**config.mk**
```make
export PLATFORM = sky130hd
export DESIGN_NAME = vdps_queue
export DESIGN_NICKNAME = d
export VERILOG_FILES = /design/src/sv/vdps_pkg.sv /design/src/sv/vdps_queue.sv
export SDC_FILE = /design/constraint.sdc
export NUM_CORES = 1
export LEC_CHECK = 0
export ABC_CLOCK_PERIOD_IN_PS = 23000
export BUFFER_PORTS_ARGS = -buffer_cell sky130_fd_sc_hd__clkbuf_2
export CORE_AREA = 2 2 251 253
export DETAILED_ROUTE_END_ITERATION = 8
export DIE_AREA = 0 0 253 255
export GPL_TIMING_DRIVEN = 1
export PLACE_DENSITY = 0.75
export SYNTH_ARGS = -nofsm -noshare
export SYNTH_HDL_FRONTEND = slang
export SYNTH_SLANG_ARGS = --single-unit
```
**constraint.sdc**
```tcl
create_clock -name clk -period 23 [get_ports clk]
set_input_delay 1.15 -clock clk [delete_from_list [all_inputs] [get_ports clk]]
set_output_delay 1.15 -clock clk [all_outputs]
set_load 0.03 [all_outputs]
```
**src/sv/vdps_pkg.sv**
```systemverilog
// Shared types and register codes for the variable-density stencil block.
package vdps_pkg;

	typedef struct packed {
		logic signed [31:0] pressure;
		logic        [30:0] density;
	} in_t;

	typedef struct packed {
		logic signed [31:0] ap_value;
		logic               last;
	} out_t;

	typedef struct packed {
		logic [31:0] inv_dx_sq;
		logic [31:0] inv_dy_sq;
		logic [10:0] grid_width;
		logic [15:0] grid_height;
	} cfg_t;

	localparam logic [1:0] NB_WEST  = 2'd0;
	localparam logic [1:0] NB_EAST  = 2'd1;
	localparam logic [1:0] NB_NORTH = 2'd2;
	localparam logic [1:0] NB_SOUTH = 2'd3;

	typedef struct packed {
		logic [3:0][31:0] nb_p;
		logic [3:0][30:0] nb_d;
		logic [31:0]      ctr_p;
		logic [30:0]      ctr_d;
		logic [3:0]       en;
		logic             above;
		logic             own;
		logic             last;
	} job_t;

	typedef enum logic [1:0] {
		F_IDLE,
		F_NORTH,
		F_PUSH
	} front_state_t;

	typedef enum logic [2:0] {
		B_IDLE,
		B_SEL,
		B_DIV,
		B_MUL,
		B_ACC,
		B_EMIT_A,
		B_EMIT_O
	} back_state_t;

	localparam logic [1:0] REG_INV_DX = 2'd0;
	localparam logic [1:0] REG_INV_DY = 2'd1;
	localparam logic [1:0] REG_GRID_W = 2'd2;
	localparam logic [1:0] REG_GRID_H = 2'd3;

endpackage

```
**src/sv/vdps_queue.sv**
```systemverilog
// Two-entry job queue between the front and back parts.
module vdps_queue (
	input  logic          clk,
	input  logic          arst_n,
	input  logic          push,
	input  vdps_pkg::job_t push_data,
	output logic          full,
	input  logic          pop,
	output vdps_pkg::job_t pop_data,
	output logic          empty
);
	import vdps_pkg::*;

	job_t       ent_q [2];
	logic       wr_q;
	logic       rd_q;
	logic [1:0] cnt_q;

	assign full     = (cnt_q == 2'd2);
	assign empty    = (cnt_q == 2'd0);
	assign pop_data = ent_q[rd_q];

	always_ff @(posedge clk or negedge arst_n) begin
		if (!arst_n) begin
			wr_q  <= 1'b0;
			rd_q  <= 1'b0;
			cnt_q <= 2'd0;
		end else begin
			if (push) begin
				wr_q <= ~wr_q;
			end
			if (pop) begin
				rd_q <= ~rd_q;
			end
			if (push && !pop) begin
				cnt_q <= cnt_q + 2'd1;
			end else if (pop && !push) begin
				cnt_q <= cnt_q - 2'd1;
			end
		end
	end

	always_ff @(posedge clk) begin
		if (push) begin
			ent_q[wr_q] <= push_data;
		end
	end
endmodule

```
==> results.sh <==
export IMPL_critPathArrivalTime_ns=4.16
export IMPL_crit_fanout=65
export IMPL_yosysWarnings=0
export IMPL_finalWorstSetupSlack_ns=17.69
export IMPL_fin_crit_sh_pct=23.1
export IMPL_end_kind="output port"
export IMPL_overflow=0
export IMPL_place_congestion=0.809
export IMPL_worstSetupPathType="register to output port"
export IMPL_ys_seq_area_share_pct=79.2
export IMPL_rows=92
export IMPL_hold_class="input pin to async pin"
export IMPL_setup_viol=0
export IMPL_routedWlPerCell_um=21.0
export IMPL_final_util_pct=49.3
export IMPL_worst_r2r_setup_slack_ns=19.58
export IMPL_clk_latency_ns=0.59
export IMPL_post_place_ws_ns=18.28
export IMPL_switchingPower_mw=1.50
export IMPL_whs_ns=0.378
export IMPL_routed_wl_mm=53.8
export IMPL_cts_clk_slew_worst_paths_ns=0.06
export IMPL_r2r_start="wr_q"
export IMPL_clock_power_share_pct=24.2
export IMPL_yosys_register_bits=648
export IMPL_cts_tree="done"
export IMPL_vias=12200
export IMPL_grt_pass1_wl_mm=75.3
export IMPL_numPortBuffers=649
export IMPL_start_util_pct=39.5
export IMPL_clockBufferDepth=3
export IMPL_maxSlewViolCount=0
export IMPL_power_density_nw_per_um2=138
export IMPL_nets=2040
export IMPL_core_area_sq_um=62200
export IMPL_synth_cell_area_sq_um=24500
export IMPL_syn_inst=1018
export IMPL_leakagePower_nw=12.3
export IMPL_cts_sinks=648
export IMPL_first_iter_violations=656
export IMPL_vdd_ir_drop_max_uv=99.8
export IMPL_drc=0
export IMPL_grt_pass1_vias=12600
export IMPL_die_y_um=255
export IMPL_antenna_found_initial=8
export IMPL_dpl_hpwl_mm=37.4
export IMPL_period_needed_ns=5.31
export IMPL_comb_power_share_pct=36.8
export IMPL_tightestPinTransition_ns=1.20
export IMPL_skew_ns=0.0106
export IMPL_power_share_switching_pct=35.4
export IMPL_max_slew_margin_rel_pct=20.1
export IMPL_area_growth_pct=24.8
export IMPL_vias_per_cell=4.77
export IMPL_clock_fmax_ghz=0.188
export IMPL_yosysUniqueCellTypes=13
export IMPL_avgSynthCellArea_sq_um=24.1
export IMPL_p_int_mw=2.73
export IMPL_cts_resized_gates=0
export IMPL_ioPinCount=650
export IMPL_cts_buffers=68
export IMPL_fin_setup_tns_ns=0
export IMPL_rsz0062_at_grt="no"
export IMPL_startpoint_type="register"
export IMPL_track_usage_pct=15.7
export IMPL_hold_viol=0
export IMPL_rr_endpoint="ent_q[0][71]"
export IMPL_root_buffer="clkbuf_16"
export IMPL_drive_gt1_share_pct=61.1
export IMPL_hold_buffers=0
export IMPL_nFillCells=5043
export IMPL_grt_max_degree=165
export IMPL_drv_cap=0
export IMPL_cts_setup_buffers=0
export IMPL_ant_nets=0
export IMPL_first_pass_iters=5
export IMPL_seqPwrFrac_pct=39.1
export IMPL_status="finished, final reports clean"
export IMPL_synth_nets=1345
export IMPL_dieWidth_um=253
export IMPL_reg2reg_depth=3
export IMPL_power_mw=4.22
export IMPL_cts_max_level=3
export IMPL_cp_data_required_time_ns=21.85
export IMPL_die_area_sq_um=64500
==> power groups by stage <==
stage	Combinational (mW)	Clock (mW)	Sequential, mW
2_1_floorplan	1.22	0	1.74
3_5_place_dp	1.57	0	1.67
4_1_cts	1.57	1.05	1.65
6_report	1.55	1.02	1.65
3_3_place_gp	1.55	0	1.66
5_1_grt	1.62	1.10	1.67
==> state kept, by name, indices dropped and copies added (netlist names) <==
register  count
cnt_q         2
ent_q       644
rd_q          1
wr_q          1
==> cell type report <==
cell class	instances	area, sq um	share of cell area (%)
timing repair buffer	661	3350	10.9
clock inverter	35	273	0.891
sequential	648	19400	63.5
inverter	1	3.75	0.0123
antenna	3	7.51	0.0245
tap	799	1000	3.26
multi-input combinational	333	4730	15.5
clock buffer	87	1810	5.92
==> metal layers <==
layer | vias to the layer above | global-route usage (%) | share of wire (%)
li1 | 5489 | - | -
met1 | 6100 | 17.7 | 37
met3 | 136 | 5.04 | 7.7
met4 | 8 | 7.95 | 4.2
met2 | 503 | 26.7 | 51
met5 | - | 0 | 0.089
==> kinds of logic (layout without fill, tap and decap cells) <==
logic type / count (synthesis) / count (layout) / share of synthesized area, %
buffers and inverters: 37 / 784 / 1.54
other: 0 / 3 / 0
adders and majority gates: 1 / 1 / 0.0510
xor gates and xnor gates: 5 / 5 / 0.178
muxes: 322 / 322 / 18.9
and+or+nand+nor: 5 / 5 / 0.107
DFF: 648 / 648 / 79.2
==> cells in the final DEF (no fill, tap or decap) <==
master and instances:
clkbuf_16 69, buf_4 11, xor2_1 4, clkbuf_1 16, dfrtp_4 1, mux2_4 270, inv_1 1, nor2b_1 1
clkinv_16 1, edfxtp_1 644, mux2_2 52, dfrtp_1 3, xnor2_1 1, inv_6 4, clkbuf_8 2, clkinv_2 9
ha_1 1, clkinv_8 1, clkinv_1 14, clkinvlp_4 2, buf_12 1, nor2b_4 1, nor2_1 2, inv_16 2
diode_2 3, clkinv_4 1, bufinv_16 1, clkbuf_2 649, and2_4 1
==> cell usage after synthesis <==
library cell	count	area, sq um
buf_2	5	25.0
nor2_1	2	7.51
nor2b_1	2	12.5
edfxtp_1	644	19300
dfrtp_1	4	100
xnor2_1	1	8.76
buf_6	31	349
mux2_4	270	4050
xor2_1	4	35.0
and2_1	1	6.26
inv_1	1	3.75
mux2_2	52	586
ha_1	1	12.5
==> worst max-delay path by stage <==
stage,startpoint,slack [ns],end,cells past startpoint
after floorplan,push,6.96,ent_q[0][0],1
after global placement,rd_q,18.28,pop_data[204],4
after detailed placement,rd_q,18.28,pop_data[218],4
after CTS,rd_q,17.62,pop_data[288],4
after global routing,rd_q,17.42,pop_data[255],4
final,rd_q,17.69,pop_data[198],4
==> through the flow <==
| stage | std cells | area [sq um] |
|---|---|---|
| 4_1_cts | 2564 | 30600 |
| 5_1_grt | 2567 | 30600 |
| 6_report | 2567 | 30600 |
| 2_1_floorplan | 1018 | 24500 |
| 3_3_place_gp | 2442 | 28500 |
| 3_5_place_dp | 2442 | 28500 |
==> worst max-delay path, cell delays in order, from the launching register on <==
cell	delay (ns)
dfrtp_4	1.07
buf_4	0.86
buf_4	0.94
mux2_4	0.36
clkbuf_2	0.19
No activity file was read; power rests on OpenSTA's default activity.
