<file path="config.mk">
export PLATFORM = sky130hd
export DESIGN_NAME = vdps_back
export DESIGN_NICKNAME = d
export VERILOG_FILES = /design/src/sv/vdps_pkg.sv /design/src/sv/vdps_back.sv
export SDC_FILE = /design/constraint.sdc
export NUM_CORES = 2
export LEC_CHECK = 0
export ABC_AREA = 1
export BUFFER_PORTS_ARGS = -buffer_cell sky130_fd_sc_hd__buf_2
export CAP_MARGIN = 20
export CORE_ASPECT_RATIO = 0.9
export CORE_MARGIN = 2
export CORE_UTILIZATION = 30
export DETAILED_ROUTE_END_ITERATION = 8
export SETUP_SLACK_MARGIN = 0.05
export SLEW_MARGIN = 30
export SYNTH_ARGS = -nofsm -noshare
export SYNTH_HDL_FRONTEND = slang
export SYNTH_SLANG_ARGS = --single-unit
</file>
<file path="constraint.sdc">
create_clock -name clk -period 21.4 [get_ports clk]
set_clock_uncertainty 0.15 [all_clocks]
set_input_delay 4.28 -clock clk [delete_from_list [all_inputs] [get_ports clk]]
set_output_delay 4.28 -clock clk [all_outputs]
set_load 0.02 [all_outputs]
</file>
<file path="src/sv/vdps_pkg.sv">
// Shared types and register codes for the variable-density stencil block.
package vdps_pkg;

	typedef struct packed {
		logic signed [31:0] pressure;
		logic        [30:0] density;
	} in_t;

	typedef struct packed {
		logic signed [31:0] ap_value;
		logic               last;
	} out_t;

	typedef struct packed {
		logic [31:0] inv_dx_sq;
		logic [31:0] inv_dy_sq;
		logic [10:0] grid_width;
		logic [15:0] grid_height;
	} cfg_t;

	localparam logic [1:0] NB_WEST  = 2'd0;
	localparam logic [1:0] NB_EAST  = 2'd1;
	localparam logic [1:0] NB_NORTH = 2'd2;
	localparam logic [1:0] NB_SOUTH = 2'd3;

	typedef struct packed {
		logic [3:0][31:0] nb_p;
		logic [3:0][30:0] nb_d;
		logic [31:0]      ctr_p;
		logic [30:0]      ctr_d;
		logic [3:0]       en;
		logic             above;
		logic             own;
		logic             last;
	} job_t;

	typedef enum logic [1:0] {
		F_IDLE,
		F_NORTH,
		F_PUSH
	} front_state_t;

	typedef enum logic [2:0] {
		B_IDLE,
		B_SEL,
		B_DIV,
		B_MUL,
		B_ACC,
		B_EMIT_A,
		B_EMIT_O
	} back_state_t;

	localparam logic [1:0] REG_INV_DX = 2'd0;
	localparam logic [1:0] REG_INV_DY = 2'd1;
	localparam logic [1:0] REG_GRID_W = 2'd2;
	localparam logic [1:0] REG_GRID_H = 2'd3;

endpackage

</file>
<file path="src/sv/vdps_back.sv">
// Back part: coefficient division, flux products, accumulation and result output.
module vdps_back #(
	parameter int FRAC_BITS = 16
) (
	input  logic           clk,
	input  logic           arst_n,
	input  logic [31:0]    inv_dx_sq,
	input  logic [31:0]    inv_dy_sq,
	input  logic           q_empty,
	output logic           q_pop,
	input  vdps_pkg::job_t q_data,
	output logic           out_valid,
	input  logic           out_stall,
	output vdps_pkg::out_t out_data
);
	import vdps_pkg::*;

	localparam int DW   = 32 + FRAC_BITS;
	localparam int CNTW = $clog2(DW + 1);
	localparam int TW   = 64 - FRAC_BITS;
	localparam int ACCW = TW + 3;
	localparam logic signed [ACCW-1:0] SMAX = ACCW'(64'sd2147483647);
	localparam logic signed [ACCW-1:0] SMIN = ACCW'(-64'sd2147483648);

	back_state_t     state_q, state_d;
	job_t            job_q;
	logic [1:0]      k_q;
	logic [31:0]     rem_q, dvs_q;
	logic [DW-1:0]   dvd_q, quo_q;
	logic [CNTW-1:0] cnt_q;
	logic [63:0]     prod_q;
	logic            neg_q;
	logic signed [ACCW-1:0] acc_q;
	logic            out_valid_q;
	out_t            out_q;

	logic            ld_job, ld_div, div_step, do_mul, do_acc, k_inc, emit_ld;
	out_t            emit_val;
	back_state_t     after_k;
	logic [31:0]     inv_sel, dsum, coef, rem_n;
	logic [32:0]     trial, diff, mag;
	logic            ge, can_ld;
	logic [63:0]     prod_n;
	logic [TW-1:0]   term;
	logic signed [ACCW-1:0] term_s;
	logic [31:0]     sat_v;

	assign inv_sel = k_q[1] ? inv_dy_sq : inv_dx_sq;
	assign dsum    = {1'b0, job_q.ctr_d} + {1'b0, job_q.nb_d[k_q]};

	assign trial = {rem_q, dvd_q[DW-1]};
	assign ge    = (trial >= {1'b0, dvs_q});
	assign rem_n = ge ? 32'(trial - {1'b0, dvs_q}) : trial[31:0];

	assign coef  = (|quo_q[DW-1:32]) ? 32'hFFFF_FFFF : quo_q[31:0];
	assign diff  = {job_q.nb_p[k_q][31], job_q.nb_p[k_q]} - {job_q.ctr_p[31], job_q.ctr_p};
	assign mag   = diff[32] ? (33'd0 - diff) : diff;
	assign prod_n = mag[32] ? {coef, 32'd0} : (coef * mag[31:0]);

	assign term   = prod_q[63:FRAC_BITS];
	assign term_s = neg_q ? -$signed({3'b000, term}) : $signed({3'b000, term});

	always_comb begin
		if (acc_q > SMAX) begin
			sat_v = 32'h7FFF_FFFF;
		end else if (acc_q < SMIN) begin
			sat_v = 32'h8000_0000;
		end else begin
			sat_v = acc_q[31:0];
		end
	end

	assign can_ld  = !out_valid_q || !out_stall;
	assign after_k = job_q.above ? B_EMIT_A : B_EMIT_O;

	always_comb begin
		state_d  = state_q;
		q_pop    = 1'b0;
		ld_job   = 1'b0;
		ld_div   = 1'b0;
		div_step = 1'b0;
		do_mul   = 1'b0;
		do_acc   = 1'b0;
		k_inc    = 1'b0;
		emit_ld  = 1'b0;
		emit_val = '0;
		case (state_q)
			B_IDLE: begin
				if (!q_empty) begin
					q_pop   = 1'b1;
					ld_job  = 1'b1;
					state_d = B_SEL;
				end
			end
			B_SEL: begin
				if (job_q.en[k_q]) begin
					ld_div  = 1'b1;
					state_d = B_DIV;
				end else if (k_q == NB_SOUTH) begin
					state_d = after_k;
				end else begin
					k_inc = 1'b1;
				end
			end
			B_DIV: begin
				div_step = 1'b1;
				if (cnt_q == CNTW'(DW - 1)) begin
					state_d = B_MUL;
				end
			end
			B_MUL: begin
				do_mul  = 1'b1;
				state_d = B_ACC;
			end
			B_ACC: begin
				do_acc = 1'b1;
				if (k_q == NB_SOUTH) begin
					state_d = after_k;
				end else begin
					k_inc   = 1'b1;
					state_d = B_SEL;
				end
			end
			B_EMIT_A: begin
				emit_val.ap_value = sat_v;
				emit_val.last     = 1'b0;
				if (can_ld) begin
					emit_ld = 1'b1;
					state_d = job_q.own ? B_EMIT_O : B_IDLE;
				end
			end
			B_EMIT_O: begin
				emit_val.ap_value = '0;
				emit_val.last     = job_q.last;
				if (can_ld) begin
					emit_ld = 1'b1;
					state_d = B_IDLE;
				end
			end
			default: begin
				state_d = B_IDLE;
			end
		endcase
	end

	always_ff @(posedge clk or negedge arst_n) begin
		if (!arst_n) begin
			state_q     <= B_IDLE;
			out_valid_q <= 1'b0;
		end else begin
			state_q <= state_d;
			if (emit_ld) begin
				out_valid_q <= 1'b1;
			end else if (!out_stall) begin
				out_valid_q <= 1'b0;
			end
		end
	end

	always_ff @(posedge clk) begin
		if (ld_job) begin
			job_q <= q_data;
			acc_q <= '0;
			k_q   <= NB_WEST;
		end else if (k_inc) begin
			k_q <= k_q + 2'd1;
		end
		if (ld_div) begin
			rem_q <= '0;
			dvs_q <= dsum;
			dvd_q <= {inv_sel, {FRAC_BITS{1'b0}}};
			quo_q <= '0;
			cnt_q <= '0;
		end else if (div_step) begin
			rem_q <= rem_n;
			dvd_q <= {dvd_q[DW-2:0], 1'b0};
			quo_q <= {quo_q[DW-2:0], ge};
			cnt_q <= cnt_q + 1'b1;
		end
		if (do_mul) begin
			prod_q <= prod_n;
			neg_q  <= diff[32];
		end
		if (do_acc) begin
			acc_q <= acc_q + term_s;
		end
		if (emit_ld) begin
			out_q <= emit_val;
		end
	end

	assign out_valid = out_valid_q;
	assign out_data  = out_q;
endmodule

</file>
==> flow_metrics.py <==
metrics = {
    "run_status": {
        "status": "complete, no violations",
    },
    "yosys": {
        "synth_seq_cells": 611,
        "ys_seq_area_share_pct": 26.1,
        "syn-instance-count": 7901,
        "synth_edf_count": 519,
        "yosysTopAreaCell": "fa_1",
        "synth.most_common_cell": "inv_1",
        "syn_area_per_cell_sq_um": 8.46,
        "synth_flop_cell": "edfxtp_1",
        "synth_nets": 9600,
        "ys_types": 69,
        "synth_area_leaders": "fa_1 27%, edfxtp_1 23%, inv_1 9.0%",
        "synth_top_area_share_pct": 26.9,
        "syn_area_sq_um": 66800,
        "ys_top_cells_by_count": "1598 x inv_1, 1447 x nand2_1, 953 x nor2_1",
        "ys_warn_count": 0,
        "ys_async_sr_fraction_pct": 0.655,
    },
    "critical_path": {
        "cp.required_ns": 21.67,
        "crit_path_start_kind": "flip-flop",
        "critPathMaxFanout": 78,
        "cp_slowest_cell": "inv_1",
        "critPathKind": "reg2reg",
        "crit_path_frequent_cell": "nand2_1",
        "ff2ff_path_depth": 43,
        "worstPathArrival_ns": 14.01,
        "critPathCaptureType": "flip-flop",
        "cpPeakStageDelay_ns": 0.66,
    },
    "placed_design": {
        "numPortBuffers": 424,
        "hpwl_um": 200000,
        "place_congestion": 1.01,
    },
    "floorplan": {
        "rows": 164,
        "dieArea_sq_um": 227000,
        "die_h_um": 452,
        "coreArea_sq_um": 222000,
        "io_pins": 425,
        "die_w_um": 502,
        "initial_core_util_pct": 30.2,
    },
    "grt": {
        "grt_usage_pct": 22.1,
        "grt_max_degree": 81,
        "antenna_found_initial": 39,
        "gr-total-overflow": 0,
        "grt_pass1_vias": 57125,
        "grt_pass1_wl_um": 374000,
    },
    "final_layout": {
        "ff_latch_area_sq_um": 17500,
        "area_growth_pct": 11.4,
        "n_fill_cell": 23109,
        "nNetsFinal": 9917,
        "drive_gt1_share_pct": 9.12,
        "multi_input_area_sq_um": 42100,
    },
    "sta": {
        "setup_viol": 0,
        "final-hold-violation-count": 0,
        "max_clock_freq_mhz": 72.8,
        "drv_slew": 0,
        "timing_worst_slew_pin_value_ns": 1.06,
        "post-route-min-period_ns": 13.75,
        "grt_setup_unrepaired": "false",
        "finalCritPeriodShare_pct": 64.2,
        "setup_tns_ns": 0,
        "slew_headroom_pct": 29.5,
    },
    "cts": {
        "postCtsSetupRepairBufs": 0,
        "cts_sinks": 611,
        "clock_tree.root_cell": "clkbuf_16",
        "clkLatencyLatePin_ns": 0.70,
        "cts_tree": "yes",
        "path_clk_slew_ns": 0.07,
        "ctsHoldBuffers": 0,
        "cts_buffers": 59,
        "cts_max_level": 2,
        "post_cts_resized": 0,
        "clock_path_buffers": 3,
    },
    "drt": {
        "drc": 0,
        "num_vias": 56935,
        "drtPass1Iterations": 6,
        "routed_via_density": 5.09,
        "drt-wirelength-per-cell_um": 22.7,
        "ant_nets": 0,
        "drtIter0Drc": 5813,
        "drt_wl_total_um": 254000,
    },
    "flow_run": {
        "maxCapViolCount": 0,
    },
    "min_path": {
        "hp-class": "reg2reg",
        "hold_path_depth": 2,
    },
}
[layout by cell type, fill, tap and decap left out, drive strengths merged, types with 48 or more instances in the layout]
master,instances
a21oi,378
edfxtp,519
o22ai,62
xor2,93
a31oi,48
buf,535
nor2,974
clkbuf,71
inv,1615
clkinv,53
dfxtp,88
fa,899
nor3,66
nand2,1471
ha,410
o21ai,350
nand3,281
xnor2,60
[cell families (layout without fill, tap and decap cells)]
group                    Yosys count  count (layout)  share of synthesized area, %
AO/OA/AOI/OAI                   1026            1026                          8.75
XOR/XNOR                         153             153                          2.05
flip-flops                       611             611                          26.1
buffers and inverters           1921            2286                          11.0
AND/OR/NAND/NOR                 2881            2881                          17.5
adder cells (fa/ha/maj)         1309            1309                          34.6
other                              0              21                             0
[sequential cells by signal (all words and copies together) (netlist names)]
| register | cells |
|---|---|
| prod_q | 48 |
| dvd_q | 32 |
| acc_q | 51 |
| state_q | 3 |
| k_q | 2 |
| job_q | 322 |
| quo_q | 48 |
| cnt_q | 6 |
| out_data | 33 |
| dvs_q | 32 |
| neg_q | 1 |
| rem_q | 32 |
| out_valid | 1 |
[critical path, delay by kind of cell (launching register included)]
kind / cells / cell delay (ns)
compound gates: 8 / 2.15
fa+ha+maj: 10 / 4.98
simple gates: 14 / 2.54
buf+inv: 11 / 2.91
flops: 1 / 0.60
[stage by stage]
step                      cell area, sq um  std cells  hold WS (ns)  setup slack, ns  utilization [%]
after global placement               72300      11061         0.311             7.97             32.6
after detailed placement             72300      11062         0.309             7.96             32.6
after global routing                 74400      11185         0.335             7.06             33.6
final                                74500      11192         0.322             7.65             33.6
after floorplan                      66800       7901         0.296             4.38                -
after CTS                            74400      11171         0.322             7.93             33.6
[final cells by class]
cell class	instances	share of cell area (%)
Multi-Input combinational cell	5369	56.6
Clock inverter	38	0.682
Timing Repair Buffer	535	3.98
Sequential cell	611	23.4
Clock buffer	71	2.07
Inverter	1642	8.28
Tap cell	2905	4.88
Antenna cell	21	0.0706
[routing by layer]
| metal | up-vias | track usage, % | share of wire, % |
|---|---|---|---|
| met2 | 3012 | 33.6 | 43 |
| met4 | 14 | 7.05 | 3.7 |
| met1 | 28066 | 30.4 | 42 |
| li1 | 25322 | - | - |
| met3 | 521 | 6.07 | 11 |
| met5 | - | 0 | 0.030 |
[path summary, 6_finish.rpt]
kind / startpoint / to / slack (ns)
min reg2reg: rem_q[5] / rem_q[5] / 0.32
max reg2reg: k_q[0] / prod_q[57] / 7.65
min: rem_q[5] / rem_q[5] / 0.32
max: k_q[0] / prod_q[57] / 7.65
max in group asynchronous: arst_n / state_q[0] / 17.69
min in group asynchronous: arst_n / out_valid / 3.28
Power is left out: the tool's default activity adds up to more than one toggle a clock period on the data nets, which glitch-free logic cannot reach.
